<file path="src/rtl/core/spmq_pkg.sv">
// Shared constants, types and helpers for the strict priority multi-queue core.
// No dependencies; imported by every module of the core.
package spmq_pkg;

  localparam int NUM_QUEUES   = 8;
  localparam int NUM_CLASSES  = 4;
  localparam int FIFO_DEPTH   = 8;
  localparam int HANDLE_WIDTH = 16;

  // Fixed port widths
  localparam int QSEL_W = 3;
  localparam int CLS_IN_W = 2;
  localparam int ITEM_W = 16;
  localparam int AQ_W = 4;

  localparam int Q_IDX_W = (NUM_QUEUES > 1) ? $clog2(NUM_QUEUES) : 1;
  localparam int CLS_W = (NUM_CLASSES > 1) ? $clog2(NUM_CLASSES) : 1;
  localparam int PTR_W = (FIFO_DEPTH > 1) ? $clog2(FIFO_DEPTH) : 1;
  localparam int CNT_W = $clog2(FIFO_DEPTH + 1);
  localparam int ADDR_W = Q_IDX_W + CLS_W + PTR_W;
  localparam int STORE_DEPTH = NUM_QUEUES * NUM_CLASSES * FIFO_DEPTH;

  localparam logic [AQ_W-1:0] ACTIVE_QUEUES_RESET = AQ_W'(8);

  typedef enum logic {
    CMD_ENQ = 1'b0,
    CMD_DEQ = 1'b1
  } cmd_t;

  typedef enum logic [1:0] {
    ST_OK    = 2'd0,
    ST_EMPTY = 2'd1,
    ST_RANGE = 2'd2,
    ST_FULL  = 2'd3
  } status_t;

  // Controller to datapath commands
  typedef struct packed {
    logic capture;
    logic execute;
  } dp_cmd_t;

  typedef logic [NUM_CLASSES-1:0][CNT_W-1:0] cnt_row_t;
  typedef logic [NUM_CLASSES-1:0][PTR_W-1:0] ptr_row_t;

  function automatic logic [PTR_W-1:0] next_slot(input logic [PTR_W-1:0] p);
    return (p == PTR_W'(FIFO_DEPTH - 1)) ? '0 : p + 1'b1;
  endfunction

endpackage

</file>
<file path="src/rtl/core/spmq_ctrl.sv">
// Sequencing state machine of the strict priority multi-queue core.
// Depends on spmq_pkg; drives the datapath commands and the handshake outputs.
module spmq_ctrl (
  input  logic               clk,
  input  logic               rst,
  input  logic               start,
  output logic               busy,
  output logic               done,
  output spmq_pkg::dp_cmd_t  dp_cmd
);
  import spmq_pkg::*;

  typedef enum logic [1:0] {
    S_IDLE,
    S_EXEC,
    S_RESP
  } state_t;

  state_t state;

  assign dp_cmd.capture = start && !busy;
  assign dp_cmd.execute = (state == S_EXEC);

  always_ff @(posedge clk) begin
    if (rst) begin
      state <= S_IDLE;
      busy  <= 1'b0;
      done  <= 1'b0;
    end else begin
      case (state)
        S_IDLE: begin
          done <= 1'b0;
          if (start) begin
            state <= S_EXEC;
            busy  <= 1'b1;
          end
        end
        S_EXEC: begin
          state <= S_RESP;
          busy  <= 1'b0;
          done  <= 1'b1;
        end
        S_RESP: begin
          // result shows this cycle; a new transfer may already start
          done <= 1'b0;
          if (start) begin
            state <= S_EXEC;
            busy  <= 1'b1;
          end else begin
            state <= S_IDLE;
          end
        end
        default: begin
          state <= S_IDLE;
          busy  <= 1'b0;
          done  <= 1'b0;
        end
      endcase
    end
  end

endmodule

</file>
<file path="config.mk">
export PLATFORM = sky130hd
export DESIGN_NAME = spmq_ctrl
export DESIGN_NICKNAME = d
export VERILOG_FILES = /design/src/rtl/core/spmq_pkg.sv /design/src/rtl/core/spmq_ctrl.sv
export SDC_FILE = /design/constraint.sdc
export NUM_CORES = 1
export LEC_CHECK = 0
export BUFFER_PORTS_ARGS = -buffer_cell sky130_fd_sc_hd__buf_4
export CAP_MARGIN = 20
export CORE_AREA = 5 5 42 44
export CTS_BUF_LIST = sky130_fd_sc_hd__clkbuf_8
export DETAILED_ROUTE_END_ITERATION = 8
export DIE_AREA = 0 0 47 49
export SETUP_SLACK_MARGIN = 0.2
export SYNTH_ARGS = -nofsm -noshare
export SYNTH_HDL_FRONTEND = slang
export SYNTH_SLANG_ARGS = --single-unit
</file>
<file path="constraint.sdc">
create_clock -name clk -period 0.8 [get_ports clk]
set_input_delay 0.04 -clock clk [delete_from_list [all_inputs] [get_ports clk]]
set_output_delay 0.04 -clock clk [all_outputs]
set_load 0.005 [all_outputs]
</file>
# Word-level counts from Yosys, hierarchy flattened
# Cells that the tools add are included.
# word_totals
ff_bits	4
in_bits	3
output_inout_bits	4
# classes
eq_ne	3
mux	4
bitwise_logic	1
n_reduce_logical	5
# op_table
cell	count
2-bit one-hot mux with 3 select lines	1
2-bit OR reduction	2
2-bit by 1-bit equality test with 1-bit output, second input constant	1
2-bit equality test, second input constant	1
2-bit zero test	1
1-bit two-way mux	2
2-bit two-way mux	1
2-bit != test, second input constant	1
1-bit logical AND	1
1-bit zero test	1
1-bit NOT	1

# Logic depth before layout (Yosys ltp)
# logic_depth
depth_word	4
depth_mapped	2
depth_no_buf	2

# Worst setup path before layout
# No wires, ideal clock.
# synth_path
path_type	reg-to-reg
start	register state[0]
end	register done
setup_ps	114
arrival_time_ps	558
t_required_ps	686
setup_slack_ps	128
stages_incl_launch_ff	3
n_path_buf	0
cell_sequence	dfxtp_1 nor2b_4 and2b_1
# synth_lines
item	line	source
start: declaration	spmq_ctrl.sv:19	state_t state;
start signal: assignment	spmq_ctrl.sv:26	state <= S_IDLE;
start signal: assignment	spmq_ctrl.sv:34	state <= S_EXEC;
start signal: assignment	spmq_ctrl.sv:39	state <= S_RESP;
end signal: assignment	spmq_ctrl.sv:28	done <= 1'b0;
end signal: assignment	spmq_ctrl.sv:32	done <= 1'b0;
end signal: assignment	spmq_ctrl.sv:41	done <= 1'b1;
end: declaration	spmq_ctrl.sv:8	output logic done,

# Final worst setup path
# layout_path
start	register state[0]
end	register done
# layout_via
elab_chain_len	2
# layout_rtl
item	line	source
2-bit by 1-bit equality test with 1-bit output	spmq_ctrl.sv:30	case (state)
1-bit two-way mux	spmq_ctrl.sv:30	
# No other way between the ends.
# A chain may end at the register's enable or synchronous reset.

==> summary.md <==
| Metric | Value |
|---|---|
| Number of maximum-capacitance violations | 0 |
| Std cell rows | 14 |
| Arrival @ worst endpoint | 0.91 ns |
| Setup CP Type | reg2reg |
| Reg-to-reg startpoint | state[0] |
| Initial antenna violation count | 0 |
| Maximum fanout along the worst path | 2 |
| Antenna-violating nets left | 0 |
| Sw Share | 0.179 |
| Final worst path period share | 1.02 |
| Final nets | 29 |
| Cell at the root of the clock tree | clkbuf_8 |
| Floorplan die area | approximately 2300 sq um |
| Number of primary I/O pins | 7 |
| Fraction of power consumed by sequential logic | 0.307 |
| Worst slew slack as a fraction of its limit | 0.914 |
| Crit path max-delay family | flip-flops |
| Cell area after layout | slightly above 300 sq um |
| Maximum resistive drop on vdd | 0.000276 V |
| Element type at the critical path end | register |
| Count of flip-flops with a built-in enable after synthesis | 0 |
| Most instantiated cells after synthesis | dfxtp_1, and2b_1 |
| Worst slew pin tran | between 0.1 and 0.15 ns |
| Via count of the first global-routing pass | 130 |
| Share of post-route cells with drive strength above 1 | 0.833 |
| # hold bufs at CTS | 0 |
| Cells along the critical path | nor2b_4, buf_4, and2b_1 |
| Unrepaired setup endpoints after global routing | yes |
| Synth warn | 0 |
| Area Growth Syn to Fin | 132% |
| Fraction of post-synthesis cell area in the top cell type by area | 0.610 |
| Least setup slack across all paths after layout | -0.0156 ns |
| Slowest stage cell, crit path | dfxtp_2 |
| Core Region | 1400 sq um |
| H-tree depth | 1 |
| Power density cells | 2360 nW/um^2 |
| Violations in the final reports | setup timing |
| Count of final max-slew check failures | 0 |
| Design internal power | 591 uW |
| Endpoint, Worst Hold | busy |
| Count of TritonRoute iterations in the first routing pass | 1 |
| Fin. Hold Viols | 0 |
| Sequential area share after synthesis | 0.610 |
| Hold wc startpoint | rst |
| Crit path launch type | register |
| Crit path required time | 0.90 ns |
| Global-route wire length before repair | ~480 um |
| Global-route congestion overflow total | 0 |
| Final min period | 0.816 ns |
| Syn avg cell area | 11.9 sq um |
| Predominant post-synthesis flop cell | dfxtp_1 |
| Via density per instance | 3.13 |
| Chip height | 49 um |
| DR DRC count | 0 |
| Origin of the worst setup path | state[0] |
| Via count | 125 |
| Library cell with the highest instance count after synthesis | dfxtp_1 |
| Worst Clk Skew | around 0.0022 ns |
| Mapped cell area | around 130 sq um |
| #FFs+latches synth | 4 |
| Relative contribution of the clock network to total power | 0.575 |
| Yosys cell types | 7 |
| Maximum achievable frequency | 1230 MHz |
| Syn Inst Count | 11 |
| Largest incremental delay on the critical path | 0.31 ns |
| Share of flip-flops with an asynchronous set or reset | 0 |
| Final RePlAce weighted congestion | 0.632 |
| Horizontal die dimension | around 47 um |
| Area post-placement | 196 sq um |
| Post-DR wirelength/cell | 7.80 um |
| Drt initial violations | 0 |
| Largest net degree at the start of global routing | 5 |
| Leakage Power | ~0.00014 uW |
| Worst r2r dst | done |
| Library cell with the largest summed area after synthesis | dfxtp_1 |
| Worst-skew pair later-pin latency | 0.21 ns |
| Net Count, Synth | 14 |
| Max clock buf depth | 2 |
| Diodes inserted | 0 |
| Clk slew on worst S/H paths | 0.03 ns |
| CTS Buf Count | 3 |
| Worst min-delay path class | in2reg |
| Register-to-register path setup slack | -0.02 ns |
| Number of cells on the worst reg-to-reg path | 3 |
| Clock tree from TritonCTS | done |
| Setup-violating endpoint count in the final report | 3 |
| Clock sink count | 4 |
| Largest cells by area after synthesis | dfxtp_1, and2b_1, nor2b_4 |
| Combinational power share | 0.118 |
| Total chip power | approximately 720 uW |
| Total wire length | 312 um |
| Min-Delay Path Depth | 2 |
| Count of buffers inserted at the top-level ports | 6 |
| Total routing usage reported by global routing | 0.0331 |
| Worst path bufs/invs | 1 |
| Result of the run | finished with violations |
| Total net switching power | 129 uW |
| Worst slack, placed | 0.0955 ns |
| Initial core utilization | 0.0938 |
-- worst max path at each step --
stage / to / cells past startpoint
final: done / 3
after global routing: dp_cmd[0] / 2
after CTS: dp_cmd[0] / 2
after detailed placement: done / 2
after global placement: done / 2
after floorplan: done / 2
-- metal layers --
| metal | global-route usage | wire length [um] | vias to the layer above |
|---|---|---|---|
| li1 | - | - | 62 |
| met1 | 0.0285 | 82 | 57 |
| met2 | 0.0430 | 174 | 6 |
| met3 | 0.0221 | 55 | 0 |
| met4 | 0.0415 | 0 | 0 |
| met5 | 0 | 0 | - |
-- cells in the final DEF, fill, tap and decap left out, drive strengths merged --
master	instances
nor3b	1
nor2	1
clkbuf	3
buf	10
and2b	2
nor2b	2
dfxtp	4
nor3	1
-- repair_timing --
| item | CTS | global route |
|---|---|---|
| endpoints found under the hold margin | 0 | 0 |
| pin swaps | 2 | 1 |
| setup endpoints to repair | 6 | 8 |
| gates resized for setup | 6 | 5 |
| buffers inserted | 2 | 2 |
-- layout make-up --
cell class                      instances  area (sq um)
Clock buffer                            3          41.3
Fill cell                             163          1100
Multi-Input combinational cell          7          70.1
Sequential cell                         4          83.8
Tap cell                               16          20.0
Timing Repair Buffer                   10          90.1
-- registers in the layout (all words and copies together) (netlist names) --
name / flops
state: 2
done: 1
busy: 1
-- power by group through the flow --
| stage | Combinational (uW) | Sequential (uW) | Clock, uW |
|---|---|---|---|
| after CTS | 66.4 | 220 | 428 |
| after global placement | 47.7 | 221 | 0 |
| after detailed placement | 48.6 | 222 | 0 |
| after global routing | 93.5 | 222 | 442 |
| final | 84.8 | 221 | 414 |
| after floorplan | 17.7 | 221 | 0 |
-- kinds of logic (layout without fill, tap and decap cells) --
family,count (synthesis),count (layout),share of synthesized area
flip-flops,4,4,0.610
buffers and inverters,0,13,0
AND/OR/NAND/NOR,7,7,0.390
-- per-stage QoR --
step	setup TNS (ns)	hold WS (ns)	std cells	utilization
floorplan	0	0.116	11	-
finish	-0.0331	0.0220	40	0.218
CTS	-0.0552	0.00773	38	0.195
global placement	0	0.233	33	0.140
detailed placement	0	0.236	33	0.140
global route	-0.153	0.0351	40	0.218
Note: power is estimated with default switching activity, not from simulation.
